===== src/hw/rtl/spam_pkg.sv =====
`timescale 1ns / 1ps

package spam_pkg;

  localparam int MAX_TERMS_DEF = 32;

  localparam int DEG_W  = 6;
  localparam int COEF_W = 16;
  localparam int PROD_W = 32;
  localparam int ACC_W  = 37;
  localparam int ST_W   = 2;

  localparam logic [2:0] OP_LOAD_A = 3'd0;
  localparam logic [2:0] OP_LOAD_B = 3'd1;
  localparam logic [2:0] OP_SUM    = 3'd2;
  localparam logic [2:0] OP_PROD   = 3'd3;
  localparam logic [2:0] OP_CLEAR  = 3'd4;

  localparam logic [ST_W-1:0] ST_OK    = 2'd0;
  localparam logic [ST_W-1:0] ST_DUP   = 2'd1;
  localparam logic [ST_W-1:0] ST_RANGE = 2'd2;

  typedef struct packed {
    logic start;
    logic hit;
    logic last;
  } mac_ctl_t;

  typedef struct packed {
    logic done;
    logic present;
  } mac_stat_t;

endpackage


===== src/hw/rtl/spam_mac.sv =====
`timescale 1ns / 1ps

module spam_mac import spam_pkg::*; (
  input  logic                     clk,
  input  logic                     rst,
  input  mac_ctl_t                 ctl,
  input  logic signed [COEF_W-1:0] a,
  input  logic signed [COEF_W-1:0] b,
  output mac_stat_t                stat,
  output logic signed [ACC_W-1:0]  acc
);

  logic signed [PROD_W-1:0] prod;
  logic                     hit2;
  logic                     last2;

  always_ff @(posedge clk) begin
    prod <= PROD_W'(a) * PROD_W'(b);
  end

  always_ff @(posedge clk) begin
    if (rst) begin
      hit2  <= 1'b0;
      last2 <= 1'b0;
      stat  <= '0;
    end else begin
      hit2      <= ctl.hit;
      last2     <= ctl.last;
      stat.done <= last2;
      if (ctl.start) begin
        stat.present <= 1'b0;
      end else if (hit2) begin
        stat.present <= 1'b1;
      end
    end
  end

  always_ff @(posedge clk) begin
    if (ctl.start) begin
      acc <= '0;
    end else if (hit2) begin
      acc <= acc + ACC_W'(prod);
    end
  end

endmodule


===== src/hw/rtl/sparse_polynomial_add_multiply_unit.sv =====
`timescale 1ns / 1ps
// Channel  Handshake            Beat
// input    in_valid / in_stall  opcode, degree, coefficient
// output   out_valid / out_stall status, present, result_coeff
//
// Load, clear, unused codes and range errors: from accept to S_DONE to result.
// Sum query: S_SUM, then S_DONE (one coefficient memory read).
// Product query: S_PROD walks the index pairs i + j = degree inside the
// stores (up to MAX_TERMS), one pair per cycle through the memory read
// ports and the multiply-accumulate pipeline, then S_PWAIT and S_DONE. One item is in work at a time.
// Reset clears presence bits at once; coefficient memories are not cleared.
// A result held by out_stall does not block acceptance of the next beat.

module sparse_polynomial_add_multiply_unit import spam_pkg::*; #(
  parameter int MAX_TERMS = MAX_TERMS_DEF
) (
  input  logic                     clk,
  input  logic                     rst,
  input  logic                     in_valid,
  output logic                     in_stall,
  input  logic [2:0]               opcode,
  input  logic [DEG_W-1:0]         degree,
  input  logic signed [COEF_W-1:0] coefficient,
  output logic                     out_valid,
  input  logic                     out_stall,
  output logic [ST_W-1:0]          status,
  output logic                     present,
  output logic signed [ACC_W-1:0]  result_coeff
);

  localparam int AW = $clog2(MAX_TERMS);
  localparam int XW = DEG_W + 1;
  localparam logic [XW-1:0] DEPTH    = XW'(MAX_TERMS);
  localparam logic [XW-1:0] TOP_IDX  = XW'(MAX_TERMS - 1);
  localparam logic [XW-1:0] PROD_MAX = XW'(2 * MAX_TERMS - 2);

  typedef enum logic [4:0] {
    S_IDLE  = 5'b00001,
    S_SUM   = 5'b00010,
    S_PROD  = 5'b00100,
    S_PWAIT = 5'b01000,
    S_DONE  = 5'b10000
  } state_t;

  state_t state;

  logic signed [COEF_W-1:0] mem_a [MAX_TERMS];
  logic signed [COEF_W-1:0] mem_b [MAX_TERMS];
  logic signed [COEF_W-1:0] rd_a;
  logic signed [COEF_W-1:0] rd_b;
  logic [MAX_TERMS-1:0]     pa;
  logic [MAX_TERMS-1:0]     pb;

  logic [XW-1:0] k;
  logic [XW-1:0] idx;
  logic [XW-1:0] idx_hi;
  logic          sa;
  logic          sb;
  logic          hit1;
  logic          last1;

  logic [ST_W-1:0]         res_status;
  logic                    res_present;
  logic signed [ACC_W-1:0] res_coeff;

  logic                     accept;
  logic [XW-1:0]            deg_x;
  logic [AW-1:0]            deg_idx;
  logic                     in_rng;
  logic [XW-1:0]            i_lo;
  logic [XW-1:0]            i_hi;
  logic [XW-1:0]            j_x;
  logic [AW-1:0]            rd_a_addr;
  logic [AW-1:0]            rd_b_addr;
  logic                     wr_a;
  logic                     wr_b;
  logic signed [COEF_W-1:0] sum_a;
  logic signed [COEF_W-1:0] sum_b;
  logic signed [ACC_W-1:0]  sum_val;

  mac_ctl_t                mac_ctl;
  mac_stat_t               mac_stat;
  logic signed [ACC_W-1:0] mac_acc;

  assign in_stall = (state != S_IDLE);
  assign accept   = in_valid && !in_stall;

  assign deg_x   = {1'b0, degree};
  assign deg_idx = degree[AW-1:0];
  assign in_rng  = (deg_x < DEPTH);
  assign i_lo    = (deg_x > TOP_IDX) ? (deg_x - TOP_IDX) : '0;
  assign i_hi    = (deg_x > TOP_IDX) ? TOP_IDX : deg_x;
  assign j_x     = k - idx;

  assign rd_a_addr = (state == S_PROD) ? idx[AW-1:0] : deg_idx;
  assign rd_b_addr = (state == S_PROD) ? j_x[AW-1:0] : deg_idx;

  assign wr_a = accept && (opcode == OP_LOAD_A) && in_rng && !pa[deg_idx];
  assign wr_b = accept && (opcode == OP_LOAD_B) && in_rng && !pb[deg_idx];

  assign sum_a   = sa ? rd_a : '0;
  assign sum_b   = sb ? rd_b : '0;
  assign sum_val = ACC_W'(sum_a) + ACC_W'(sum_b);

  always_ff @(posedge clk) begin
    if (wr_a) begin
      mem_a[deg_idx] <= coefficient;
    end
    rd_a <= mem_a[rd_a_addr];
  end

  always_ff @(posedge clk) begin
    if (wr_b) begin
      mem_b[deg_idx] <= coefficient;
    end
    rd_b <= mem_b[rd_b_addr];
  end

  assign mac_ctl = '{start: accept, hit: hit1, last: last1};

  spam_mac u_mac (
    .clk  (clk),
    .rst  (rst),
    .ctl  (mac_ctl),
    .a    (rd_a),
    .b    (rd_b),
    .stat (mac_stat),
    .acc  (mac_acc)
  );

  always_ff @(posedge clk) begin
    if (rst) begin
      state     <= S_IDLE;
      pa        <= '0;
      pb        <= '0;
      hit1      <= 1'b0;
      last1     <= 1'b0;
      out_valid <= 1'b0;
    end else begin
      hit1      <= (state == S_PROD) && pa[idx[AW-1:0]] && pb[j_x[AW-1:0]];
      last1     <= (state == S_PROD) && (idx == idx_hi);
      out_valid <= (state == S_DONE) || (out_valid && out_stall);
      case (state)
        S_IDLE: begin
          if (accept) begin
            res_present <= 1'b0;
            res_coeff   <= '0;
            k           <= deg_x;
            idx         <= i_lo;
            idx_hi      <= i_hi;
            case (opcode)
              OP_LOAD_A: begin
                state <= S_DONE;
                if (!in_rng) begin
                  res_status <= ST_RANGE;
                end else if (pa[deg_idx]) begin
                  res_status <= ST_DUP;
                end else begin
                  res_status  <= ST_OK;
                  pa[deg_idx] <= 1'b1;
                end
              end
              OP_LOAD_B: begin
                state <= S_DONE;
                if (!in_rng) begin
                  res_status <= ST_RANGE;
                end else if (pb[deg_idx]) begin
                  res_status <= ST_DUP;
                end else begin
                  res_status  <= ST_OK;
                  pb[deg_idx] <= 1'b1;
                end
              end
              OP_SUM: begin
                if (!in_rng) begin
                  res_status <= ST_RANGE;
                  state      <= S_DONE;
                end else begin
                  res_status <= ST_OK;
                  sa         <= pa[deg_idx];
                  sb         <= pb[deg_idx];
                  state      <= S_SUM;
                end
              end
              OP_PROD: begin
                if (deg_x > PROD_MAX) begin
                  res_status <= ST_RANGE;
                  state      <= S_DONE;
                end else begin
                  res_status <= ST_OK;
                  state      <= S_PROD;
                end
              end
              OP_CLEAR: begin
                res_status <= ST_OK;
                state      <= S_DONE;
                pa         <= '0;
                pb         <= '0;
              end
              default: begin
                res_status <= ST_OK;
                state      <= S_DONE;
              end
            endcase
          end
        end
        S_SUM: begin
          res_present <= sa || sb;
          res_coeff   <= sum_val;
          state       <= S_DONE;
        end
        S_PROD: begin
          idx <= idx + 1'b1;
          if (idx == idx_hi) begin
            state <= S_PWAIT;
          end
        end
        S_PWAIT: begin
          if (mac_stat.done) begin
            res_present <= mac_stat.present;
            res_coeff   <= mac_acc;
            state       <= S_DONE;
          end
        end
        S_DONE: begin
          if (!out_valid || !out_stall) begin
            status       <= res_status;
            present      <= res_present;
            result_coeff <= res_coeff;
            state        <= S_IDLE;
          end
        end
        default: begin
          state <= S_IDLE;
        end
      endcase
    end
  end

endmodule


===== config.mk =====
export PLATFORM = sky130hd
export DESIGN_NAME = sparse_polynomial_add_multiply_unit
export DESIGN_NICKNAME = d
export VERILOG_FILES = /design/src/hw/rtl/spam_pkg.sv /design/src/hw/rtl/spam_mac.sv /design/src/hw/rtl/sparse_polynomial_add_multiply_unit.sv
export SDC_FILE = /design/constraint.sdc
export NUM_CORES = 2
export LEC_CHECK = 0
export ABC_AREA = 1
export BUFFER_PORTS_ARGS = -buffer_cell sky130_fd_sc_hd__buf_4
export CAP_MARGIN = 0
export CORE_MARGIN = 5
export CORE_UTILIZATION = 65
export CTS_CLUSTER_SIZE = 28
export DETAILED_ROUTE_END_ITERATION = 8
export PLACE_DENSITY = 0.82
export SYNTH_ARGS = -nofsm -noshare
export SYNTH_HDL_FRONTEND = slang
export SYNTH_HIERARCHICAL = 1
export SYNTH_SLANG_ARGS = --single-unit

===== constraint.sdc =====
create_clock -name clk -period 14.8 [get_ports clk]
set_input_delay 0.74 -clock clk [delete_from_list [all_inputs] [get_ports clk]]
set_output_delay 0.74 -clock clk [all_outputs]
set_load 0.005 [all_outputs]

; After elaboration in Yosys (flattened, before gate mapping)
; Memory sizes are Yosys's and may differ from the RTL's. A register that Yosys moved wholly into a read port is not among the register bits.
; Cells that the tools add are included.
[word_totals]
ff_bits = 246
ramBits = 1024
inputBits = 29
wordCells = 143
memories = 2
[mem_list]
columns = memory, depth, width, rd, rd_clocked_by_memory_dff, write_ports, line
row1 = mem_a, 32, 16, 1, 1, 1, sparse_polynomial_add_multiply_unit.sv:47  ; logic signed [COEF_W-1:0] mem_a [MAX_TERMS];
row2 = mem_b, 32, 16, 1, 1, 1, sparse_polynomial_add_multiply_unit.sv:48  ; logic signed [COEF_W-1:0] mem_b [MAX_TERMS];
[op_classes]
add_sub_neg = 5
n_mul = 1
n_lt_le_gt_ge = 7
eq_ne = 19
n_mux = 48
bitwise_logic = 3
n_reduce_logical = 34
[op_table]
columns = operator, count
row1 = $mux 32, 4
row2 = $pmux 32 s2, 2
row3 = $pmux 37 s3, 1
row4 = $mux 37, 2
row5 = $or 32x32->32, 2
row6 = $mux 5, 8
row7 = $add 37x32->37, 1
row8 = $mul 16x16->32, 1
row9 = $mux 16, 2
row10 = $pmux 5 s5, 1
row11 = $bmux 1 s5, 4
row12 = $lt 5x6->1 const B, 3
row13 = $add 16x16->17, 1
row14 = $reduce_and 5->1, 3
row15 = $mux 7, 2
row16 = $pmux 7 s2, 1
row17 = $mux 1, 13
row18 = $logic_and 1x1->1, 12
row19 = $ne 2x2->1 const B, 5
row20 = $pmux 5 s2, 1
row21 = $reduce_and 3->1, 3
row22 = $mux 2, 4
row23 = $pmux 2 s4, 1
row24 = $reduce_and 4->1, 2
row25 = other kinds (27), 38

; Depth between registers and ports, before layout
[logic_depth]
depth_word = 8
depth_mapped = 27
depth_no_buf = 25

; Cells and area by module
; The synthesis kept the hierarchy.
[modules_own_cells]
columns = mod, instances, cells_each, area_per_inst_um2, seq_area_each_um2
row1 = sparse_polynomial_add_multiply_unit, 1, 5273, 54812.6, 35834.4
row2 = spam_mac, 1, 2109, 15258.4, 1461.4

; Worst setup path before layout
; No wires, ideal clock.
[synth_timing]
path_kind = register -> register
from = register rd_b[5] (read register of mem_b)
to = register u_mac.prod[30]
arrival_ns = 5.856
setup_slack_ns = 8.817
stages_incl_launch_ff = 23
n_path_buf = 2
cell_sequence = dfxtp_1 -> clkbuf_1 -> clkbuf_1 -> nand2_1 -> fa_1 -> inv_1 -> fa_1 -> inv_1 -> fa_1 -> inv_1 -> fa_1 -> fa_1 -> inv_1 -> fa_1 -> inv_1 -> ha_1 -> a21oi_1 -> o21bai_1 -> a21oi_1 -> o21ai_0 -> a21oi_1 -> o21ai_0 -> xor2_1
[synth_via]
elab_chain_cells = 1
[synth_lines]
columns = item, line
row1 = from (decl), sparse_polynomial_add_multiply_unit.sv:50  ; logic signed [COEF_W-1:0] rd_b;
row2 = $mul 16x16->32, spam_mac.sv:18  ; prod <= PROD_W'(a) * PROD_W'(b);
row3 = to (signal assigned), spam_mac.sv:18
row4 = to (decl), spam_mac.sv:13  ; logic signed [PROD_W-1:0] prod;
; No other way between the ends.
; A chain may end at the register's enable or synchronous reset.

; Final worst setup path
[layout_timing]
from = register rd_b[4] (read register of mem_b)
to = register u_mac.prod[30]
; The elaborated chain is that of the path after synthesis.

==> summary.md <==
| Metric | Value |
|---|---|
| Status | completed |
| Starting Density | 0.6545 |
| Hold Fails Final Rpt | 0 |
| Placer Congestion | about 0.98 |
| 1st-iter DRT viols | slightly above 7000 |
| Netlist cell types | 56 |
| Final clock skew | about 0.036 ns |
| Seq/Total Area, Yosys | 0.5323 |
| DRC violations left | 0 |
| Die height | approximately 340 um |
| Worst path bufs/invs | 5 |
| Total die area | about 110000 um2 |
| Area grow syn2layout | 8.001% |
| Cts hold-fix bufs | 0 |
| DR pass1 iterations | 8 |
| FFs w/ async S/R, synth | 0 |
| H-tree depth | 4 |
| Sequential cell area | between 30000 and 40000 um2 |
| Area of the multi-input gates | about 26000 um2 |
| EDFF count, synth | between 1000 and 1500 |
| Highest-count cells in the layout ignoring fill and taps | nand2_1, inv_1, nand3_1 |
| CP Data Required Time | ~15 ns |
| Gr usage total | 0.3335 |
| Drt total wl | 195000 um |
| Mapped Nets | 7819 |
| CP delay by family, top | adder cells |
| Peak Freq | approximately 160 MHz |
| CTS tree | built |
| First-pass GRT wire length | 296300 um |
| CTS buffer count | 134 |
| Hold Crit Class | input pin to flip-flop |
| Initial antenna violation count | 6 |
| Slew headroom | 0.2088 |
| Setup-failing EPs final | 0 |
| Crit path max-delay cell type | fa_1 |
| Critical path class | flip-flop to flip-flop |
| Fin Setup TNS | 0 ns |
| Later-pin clock latency in the skew report | approximately 0.8 ns |
| Vias | 52810 |
| Critical path arrival | 7.07 ns |
| GRT Residual Overflow | 0 |
| Critical path endpoint category | flip-flop |
| Final slew viol count | 0 |
| Cells after Synth | ~7400 |
| DRT antenna net count | 0 |
| Core area | 107100 um2 |
| Fin crit share | 0.4351 |
| Largest net degree at the start of global routing | approximately 170 |
| Nets | slightly below 8000 |
| Vias in the first global route | around 51000 |
| FP Rows | 120 |
| Minimum clock period | about 6.4 ns |
| Layout cells sized above 1 | 0.05934 |
| CP Launch Type | flip-flop |
| Post-CTS Repair Setup Buffers | 0 |
| I/O Pins | around 70 |
| Most frequent cell on the critical path | fa_1 |
| CP Cell Sequence | nand2_1 > fa_1 > inv_1 > fa_1 > inv_1 > fa_1 > inv_1 > fa_1 > fa_1 > inv_1 > fa_1 > inv_1 > ha_1 > a21oi_1 > o21bai_1 > a21oi_1 > o21ai_0 > a21oi_1 > o21ai_0 > xor2_1 |
| #FFs+latches synth | ~1300 |
| Most common cell after layout, fill and taps aside | nand2_1 |
| Synth Cell Area | ~70000 um2 |
| CTS root buffer | clkbuf_16 |
| Chip width | approximately 340 um |
| Delay of the slowest cell on the worst path | 0.87 ns |
| Max Cap Viol | 0 |
| Clk slew on worst S/H paths | about 0.06 ns |
| CTS resizes | 0 |
| Crit-path max FO | 17 |
| Average size of a mapped cell | between 9 and 10 um2 |
| IO Port Bufs | 70 |
| Via density | between 6 and 7 |
| CTS sink count | approximately 1300 |
| Synth warn | 6 |
| RSZ-0062 raised after global routing | no |
| Worst Max-Slew Pin Slew | around 1.2 ns |
| WL per Instance | 22.20 um |
| Clk buf depth | 3 |
| Main synth FF type | edfxtp_1 |
| DPL Wire Length | between 100000 and 150000 um |
| Fillers | between 7000 and 8000 |
-- logic make-up (layout without fill, tap and decap cells) --
family,after synthesis,count (layout),synth area share
compound gates,414,414,0.03314
xor+xnor,68,68,0.008500
fa+ha+maj,408,408,0.1012
buf+inv,1713,1712,0.09596
flops,1301,1301,0.5323
other cells,1,4,0.00005352
simple gates,3477,3477,0.2288
-- state kept, by name (all words and copies together) (netlist names), 2 cells and up --
name	cells
u_mac/acc	37
idx	7
rd_a	16
res_status	2
k	5
u_mac/stat	2
status	2
mem_b	512
result_coeff	37
pb	32
mem_a	512
pa	32
idx_hi	6
state	5
rd_b	16
res_coeff	37
u_mac/prod	32
-- per-stage QoR --
stage               setup slack [ns]  hold slack (ns)    util  area [um2]  cells
finish                         8.360           0.2647  0.7069       75680   8787
detailed placement             8.347           0.4045  0.6675       71450   8555
global placement               8.352           0.3912  0.6675       71450   8555
CTS                            8.345           0.2294  0.7068       75670   8784
floorplan                      8.817           0.3883       -       70070   7382
global route                   7.919           0.2614  0.7068       75670   8784
-- final timing paths --
check,start,slack [ns],end,cells past startpoint
setup reg to reg,rd_b[4],8.36,u_mac/prod[30],20
hold / removal,rst,0.26,u_mac/hit2,2
setup / recovery,rd_b[4],8.36,u_mac/prod[30],20
hold reg to reg,last1,0.41,u_mac/last2,2
-- Yosys cell counts, types with 33 or more instances --
library cell	count	area [um2]
dfxtp_1	177	3543
nand2_1	1584	5946
edfxtp_1	1124	33750
o21ai_0	115	575.6
fa_1	265	5305
nand3b_1	338	2537
nand3_1	1148	5746
clkbuf_1	186	698.2
buf_2	154	770.7
inv_1	1301	4883
a21oi_1	195	975.9
nor2_1	321	1205
buf_1	33	123.9
xor2_1	50	437.9
ha_1	143	1789
-- final cells by class --
type / count / area share
Antenna cell: 3 / 0.00009920
Clock buffer: 163 / 0.04657
Clock inverter: 66 / 0.009143
Inverter: 1316 / 0.06541
Multi-Input combinational cell: 4368 / 0.3462
Sequential cell: 1301 / 0.4928
Tap cell: 1403 / 0.02320
Timing Repair Buffer: 167 / 0.01657
-- layer usage --
layer,share of wire,track usage,up-vias
met5,0.00014,0.001250,-
met4,0.047,0.1448,4
met3,0.12,0.07419,564
met2,0.47,0.5354,3302
met1,0.36,0.4430,25180
li1,-,-,23760
Power is left out: the tool's default activity adds up to more than one toggle a clock period on the data nets, which glitch-free logic cannot reach.
